==> config.mk <==
export PLATFORM = sky130hd
export DESIGN_NAME = lru_block_location_cache_unit
export DESIGN_NICKNAME = d
export VERILOG_FILES = /design/src/rtl/lrublc_pkg.sv /design/src/rtl/lrublc_cell.sv /design/src/rtl/lru_block_location_cache_unit.sv
export VERILOG_INCLUDE_DIRS = /design/src /design/src/rtl
export SDC_FILE = /design/constraint.sdc
export NUM_CORES = 1
export LEC_CHECK = 0
export ABC_AREA = 0
export BUFFER_PORTS_ARGS = -buffer_cell sky130_fd_sc_hd__buf_4
export CAP_MARGIN = 10
export CORE_ASPECT_RATIO = 1.5
export CORE_MARGIN = 2
export CORE_UTILIZATION = 50
export DETAILED_ROUTE_END_ITERATION = 10
export GPL_TIMING_DRIVEN = 0
export PLACE_DENSITY = 0.75
export SLEW_MARGIN = 15
export SYNTH_ARGS = -nofsm -noshare
export SYNTH_HDL_FRONTEND = slang
export SYNTH_HIERARCHICAL = 1
export SYNTH_SLANG_ARGS = --single-unit
==> constraint.sdc <==
create_clock -name clock -period 9.35 [get_ports clock]
set_input_delay 1.4025 -clock clock [delete_from_list [all_inputs] [get_ports clock]]
set_output_delay 1.4025 -clock clock [all_outputs]
set_load 0.02 [all_outputs]
==> src/rtl/lru_block_location_cache_unit_defines.svh <==
// Assertion macros shared by the block location cache RTL.
`ifndef LRU_BLOCK_LOCATION_CACHE_UNIT_DEFINES_SVH
`define LRU_BLOCK_LOCATION_CACHE_UNIT_DEFINES_SVH

// Same-cycle implication, disabled during reset.
`define LRUBLC_ASSERT_NOW(label, clk, rst, ante, cons, msg) \
   label: assert property (@(posedge clk) disable iff (rst) (ante) |-> (cons)) \
      else $error(msg);

// Next-cycle implication, disabled during reset.
`define LRUBLC_ASSERT_NEXT(label, clk, rst, ante, cons, msg) \
   label: assert property (@(posedge clk) disable iff (rst) (ante) |=> (cons)) \
      else $error(msg);

`endif

==> src/rtl/lrublc_pkg.sv <==
// Shared types and constants for the block location cache.
package lrublc_pkg;

   localparam int LRUBLC_CACHE_ENTRIES = 8;
   localparam int LRUBLC_KEY_W         = 14;
   localparam int LRUBLC_LOC_W         = 22;

   // Command codes
   localparam logic LRUBLC_CMD_LOOKUP = 1'b0;
   localparam logic LRUBLC_CMD_INSERT = 1'b1;

   typedef struct packed {
      logic                    command;
      logic [LRUBLC_KEY_W-1:0] block_number;
      logic [LRUBLC_LOC_W-1:0] location;
      logic                    location_present;
   } lrublc_req_type;

   typedef struct packed {
      logic                    hit;
      logic [LRUBLC_LOC_W-1:0] found_location;
      logic                    found_present;
   } lrublc_rsp_type;

   // Stored contents of one table slot
   typedef struct packed {
      logic [LRUBLC_KEY_W-1:0] key;
      logic [LRUBLC_LOC_W-1:0] location;
      logic                    present;
   } lrublc_data_type;

   typedef struct packed {
      logic            valid;
      lrublc_data_type data;
   } lrublc_entry_type;

   // Broadcast control from the sequencer to every cell
   typedef struct packed {
      logic                    exec;
      logic                    hit_any;
      logic                    insert;
      logic [LRUBLC_KEY_W-1:0] key;
   } lrublc_ctl_type;

   typedef enum logic [1:0] {
      ST_IDLE = 2'b01,
      ST_EXEC = 2'b10
   } lrublc_state_type;

endpackage

==> src/rtl/lrublc_cell.sv <==
// One slot of the most-recently-used chain: compare, forward match, shift in.
module lrublc_cell
   import lrublc_pkg::*;
(
   input  logic             clock,
   input  logic             reset,
   input  lrublc_ctl_type   ctl,
   input  lrublc_entry_type prev_entry,
   output lrublc_entry_type entry,
   input  logic             match_tail_in,
   output logic             match_tail_out,
   input  lrublc_data_type  found_in,
   output lrublc_data_type  found_out,
   output logic             match
);

   logic            valid_ff;
   logic            valid_in;
   lrublc_data_type data_ff;
   lrublc_data_type data_in;
   logic            shift;

   // Compare own key against the request key
   assign match = valid_ff && (data_ff.key == ctl.key);

   // Tell the front whether this slot or any slot behind it matched
   assign match_tail_out = match | match_tail_in;

   // Pass the matching slot's contents toward the front
   assign found_out = match ? data_ff : found_in;

   // Take the neighbor's entry when the hit lies here or behind, or on insert miss
   assign shift = ctl.exec && (ctl.hit_any ? match_tail_out : ctl.insert);

   assign valid_in = shift ? prev_entry.valid : valid_ff;
   assign data_in  = shift ? prev_entry.data  : data_ff;

   assign entry.valid = valid_ff;
   assign entry.data  = data_ff;

   // Hold or advance the slot valid bit
   always_ff @(posedge clock) begin
      if (reset) begin
         valid_ff <= 1'b0;
      end else begin
         valid_ff <= valid_in;
      end
   end

   // Hold or advance the slot contents
   always_ff @(posedge clock) begin
      data_ff <= data_in;
   end

endmodule

==> src/rtl/lru_block_location_cache_unit.sv <==
// Top level of the block location cache: request register, sequencer, cell chain.
// Fully associative block-number-to-flash-location cache of CACHE_ENTRIES slots kept in
// most-recently-used order by a chain of cells. The request word is registered at the
// start edge, then while busy every cell compares its key and the chain shifts by one
// slot up to the hit (or over the whole chain on an insert miss). The result word is
// shown on rsp_word with rsp_strobe for exactly one cycle, starting the cycle after busy,
// and a new start is taken in that same cycle; no start is taken while busy. The receiver
// must take each strobed word as it comes. On a miss found_location and found_present
// read zero; an insert of a block already held keeps its old location and reports it as
// a hit. After reset all slots are invalid.
module lru_block_location_cache_unit
   import lrublc_pkg::*;
#(
   parameter int CACHE_ENTRIES = LRUBLC_CACHE_ENTRIES
)
(
   input  logic           clock,
   input  logic           reset,
   input  logic           start,
   output logic           busy,
   input  lrublc_req_type req_word,
   output logic           rsp_strobe,
   output lrublc_rsp_type rsp_word
);

`include "lru_block_location_cache_unit_defines.svh"

   lrublc_state_type state_ff;
   lrublc_state_type state_in;
   lrublc_req_type   req_ff;
   lrublc_req_type   req_in;
   logic             rsp_strobe_ff;
   logic             rsp_strobe_in;
   lrublc_rsp_type   rsp_word_ff;
   lrublc_rsp_type   rsp_word_in;

   logic             accept;
   logic             exec;
   lrublc_ctl_type   ctl;
   lrublc_entry_type front_entry;
   lrublc_data_type  new_data;

   lrublc_entry_type entry_vec [CACHE_ENTRIES];
   lrublc_data_type  found_vec [CACHE_ENTRIES];
   logic [CACHE_ENTRIES-1:0] tail_vec;
   logic [CACHE_ENTRIES-1:0] match_vec;
   logic [CACHE_ENTRIES-1:0] valid_vec;

   assign accept = start && (state_ff == ST_IDLE);
   assign exec   = (state_ff == ST_EXEC);
   assign busy   = exec;

   // Sequence: idle until start, then execute, then back to idle
   always_comb begin
      state_in = state_ff;
      unique case (state_ff)
         ST_IDLE: begin
            if (start) begin
               state_in = ST_EXEC;
            end
         end
         ST_EXEC: begin
            state_in = ST_IDLE;
         end
         default: begin
            state_in = ST_IDLE;
         end
      endcase
   end

   always_ff @(posedge clock) begin
      if (reset) begin
         state_ff <= ST_IDLE;
      end else begin
         state_ff <= state_in;
      end
   end

   // Capture the request word
   assign req_in = accept ? req_word : req_ff;

   always_ff @(posedge clock) begin
      req_ff <= req_in;
   end

   // Broadcast control to the chain
   assign ctl.exec    = exec;
   assign ctl.hit_any = tail_vec[0];
   assign ctl.insert  = (req_ff.command == LRUBLC_CMD_INSERT);
   assign ctl.key     = req_ff.block_number;

   // Front of the chain: the hit entry, or the new entry on an insert miss
   assign new_data.key      = req_ff.block_number;
   assign new_data.location = req_ff.location;
   assign new_data.present  = req_ff.location_present;

   assign front_entry.valid = 1'b1;
   assign front_entry.data  = tail_vec[0] ? found_vec[0] : new_data;

   // Chain of cells, slot 0 most recent
   for (genvar i = 0; i < CACHE_ENTRIES; i++) begin : g_cell
      lrublc_entry_type prev_entry;
      logic             tail_in;
      lrublc_data_type  found_in;

      if (i == 0) begin : g_head
         assign prev_entry = front_entry;
      end else begin : g_body
         assign prev_entry = entry_vec[i-1];
      end

      if (i == CACHE_ENTRIES - 1) begin : g_last
         assign tail_in  = 1'b0;
         assign found_in = '0;
      end else begin : g_inner
         assign tail_in  = tail_vec[i+1];
         assign found_in = found_vec[i+1];
      end

      lrublc_cell u_cell (
         .clock          (clock),
         .reset          (reset),
         .ctl            (ctl),
         .prev_entry     (prev_entry),
         .entry          (entry_vec[i]),
         .match_tail_in  (tail_in),
         .match_tail_out (tail_vec[i]),
         .found_in       (found_in),
         .found_out      (found_vec[i]),
         .match          (match_vec[i])
      );

      assign valid_vec[i] = entry_vec[i].valid;
   end

   // Register the result word at the end of the execute cycle
   assign rsp_strobe_in              = exec;
   assign rsp_word_in.hit            = tail_vec[0];
   assign rsp_word_in.found_location = tail_vec[0] ? found_vec[0].location : '0;
   assign rsp_word_in.found_present  = tail_vec[0] && found_vec[0].present;

   always_ff @(posedge clock) begin
      if (reset) begin
         rsp_strobe_ff <= 1'b0;
      end else begin
         rsp_strobe_ff <= rsp_strobe_in;
      end
   end

   always_ff @(posedge clock) begin
      if (exec) begin
         rsp_word_ff <= rsp_word_in;
      end
   end

   assign rsp_strobe = rsp_strobe_ff;
   assign rsp_word   = rsp_word_ff;

   // Checks on sequencing, result shape and table order
   `LRUBLC_ASSERT_NEXT(a_accept_exec, clock, reset, accept, busy && !rsp_strobe,
      "accepted request did not enter execute")
   `LRUBLC_ASSERT_NEXT(a_exec_strobe, clock, reset, exec, rsp_strobe && !busy,
      "execute cycle did not produce a result strobe")
   `LRUBLC_ASSERT_NOW(a_miss_zero, clock, reset, rsp_strobe && !rsp_word.hit,
      (rsp_word.found_location == '0) && !rsp_word.found_present,
      "miss result carries a nonzero location")
   `LRUBLC_ASSERT_NOW(a_single_match, clock, reset, exec, $onehot0(match_vec),
      "more than one slot matched the key")
   `LRUBLC_ASSERT_NOW(a_valid_prefix, clock, reset, 1'b1,
      (valid_vec & (valid_vec + 1'b1)) == '0,
      "valid slots do not form a prefix of the chain")

endmodule

==> run summary <==
Outcome = complete, no violations
Max Freq = 197 MHz
Max H-tree Level = 2
Drt total wl = 28800 um
Multi-input gate area = 6360 um^2
WP data arrival = 5.31 ns
CP max FO = 23
Final setup violation count = 0
I/O pins = 67
Post-route DRC = 0
Worst-margin pin slew = 0.818 ns
Routed Antenna Nets = 0
Routability cong. = 0.727
Vias in the first global route = 8863
CTS Buf Count = 34
Die width = 157 um
Setup_tns = 0 ns
DIE AREA = 36700 um^2
Crit path time final = 5.08 ns
Initial antenna violation count = 0
Final Cycle Share = 54.4%
Worst Skew = 0.0122 ns
Max_cap viols = 0
Post-DP Area = 19200 um^2
Crit Path Class = register to register
IO Port Bufs = 66
Post-CTS setup buffer count = 0
Min-Delay Path Class = register to register
CP endpoint kind = register
First-pass GRT wire length = 46600 um
Lkg Pwr = 7.10 nW
Cells after DPL = 1597
GRT Total Usage = 16.0%
Layout area overhead = 14.9%
Routed len/inst = 17.4 um
Clock root cell = clkbuf_16
Final nets = 1201
Relative slew slack = 45.5%
Overflow after GRT = 0
Non-Filler Instances = 1657
YS warnings = 6
TritonCTS clock tree = built
Row cnt = 84
Hold buffer count at cts = 0
Drt first pass iters = 5
Post-Syn Area = 17600 um^2
Initial core utilization = 50.4%
Sequential cell area = 11000 um^2
Core ar. = 34900 um^2
Fin. max-slew vios = 0
RSZ-0062 raised after global routing = no
Largest net degree at the start of global routing = 39
DRT iter0 DRCs = 426
Die H = 234 um
CP startpoint kind = register
Via count = 8417
Critical Path RT = 9.58 ns
Syn_area_per_cell = 17.4 um^2
Clock-pin slew on the worst setup and hold paths = 0.07 ns
Via/cell ratio = 5.08
ANT cells = 0
Final Hold Viols = 0
Post-DP HPWL = 21400 um
Cell area power density = 168 nW/um^2
Post_cts resized = 0
FILL cells = 2619
Share of cells above drive strength 1 = 43.4%
Clock sinks = 369
Cells after Synth = 1011
Max Buffers Root-to-Sink = 3
Final Cell Area = 20200 um^2
Peak VDD IR = 0.230 mV
Worst-Skew Late Latency = 0.52 ns
==> worst max-delay path: stages (launching register included) <==
cell and delay [ns]:
edfxtp_1 0.63, xnor2_1 0.24, nand4_1 0.19, or4_1 0.17, buf_6 0.13, buf_12 0.14
or2b_1 0.25, or2b_1 0.25, or2b_1 0.25, or2b_1 0.25, or2b_1 0.26, or2b_1 0.26
or2b_1 0.25, or2b_1 0.44, nor2b_1 0.28, a21oi_4 0.54, buf_16 0.24
==> per-stage QoR <==
stage	hold WS (ns)	worst slack (ns)	util, %	power, mW
after global placement	0.422	2.49	54.0	2.08
after floorplan	0.420	3.68	-	2.03
final	0.433	4.27	58.0	3.40
after detailed placement	0.427	4.30	54.9	2.09
after global routing	0.446	3.99	58.0	3.51
after CTS	0.431	4.25	58.0	3.44
==> layer usage <==
layer	wire length, um	global-route usage (%)	part of all wire, %	vias up
li1	-	-	-	4116
met1	12100	19.9	42	4119
met2	15000	28.5	52	134
met3	752	1.89	2.6	48
met4	917	6.14	3.2	0
met5	0	0	0	-
==> cells in the final DEF, fill, tap and decap left out, drive strengths merged, types with 15 or more instances in the layout <==
cell type / count
xnor2: 112
nand4: 24
clkinv: 15
clkbuf: 38
nand3: 16
mux2: 333
and2: 23
conb: 40
buf: 121
o21ai: 16
edfxtp: 358
==> sequential cells by signal, summed over array words and instances, names as in the netlist <==
register and cells:
state_ff 2, rsp_word 24, g_cell.u_cell/entry 296, new_data 23, g_cell.u_cell/valid_ff 8, ctl 15, rsp_strobe 1
==> report_power, final <==
| group | internal [mW] | leakage, nW | switching (mW) |
|---|---|---|---|
| clock | 0.768 | 0.524 | 0.581 |
| combinational | 0.121 | 3.24 | 0.0769 |
| sequential | 1.83 | 3.34 | 0.0274 |
| total | 2.72 | 7.10 | 0.685 |
==> area by class of cell <==
type                            count  area share, %
Multi-Input combinational cell    626           31.4
Tap cell                          473           2.93
Clock inverter                     22          0.928
Clock buffer                       38           4.39
Timing Repair Buffer               75           3.59
Inverter                            8          0.148
Sequential cell                   369           54.2
Buffer                             46           2.35
==> final timing paths <==
path              slack (ns)  cells past startpoint                       from                         to
setup reg to reg        4.27                     16                     ctl[8]  g_cell[7].u_cell/entry[9]
setup / recovery        4.27                     16                     ctl[8]  g_cell[7].u_cell/entry[9]
hold / removal          0.43                      0  g_cell[1].u_cell/entry[8]  g_cell[2].u_cell/entry[8]
hold reg to reg         0.43                      0  g_cell[1].u_cell/entry[8]  g_cell[2].u_cell/entry[8]
Power figures use the tool's default switching activity.
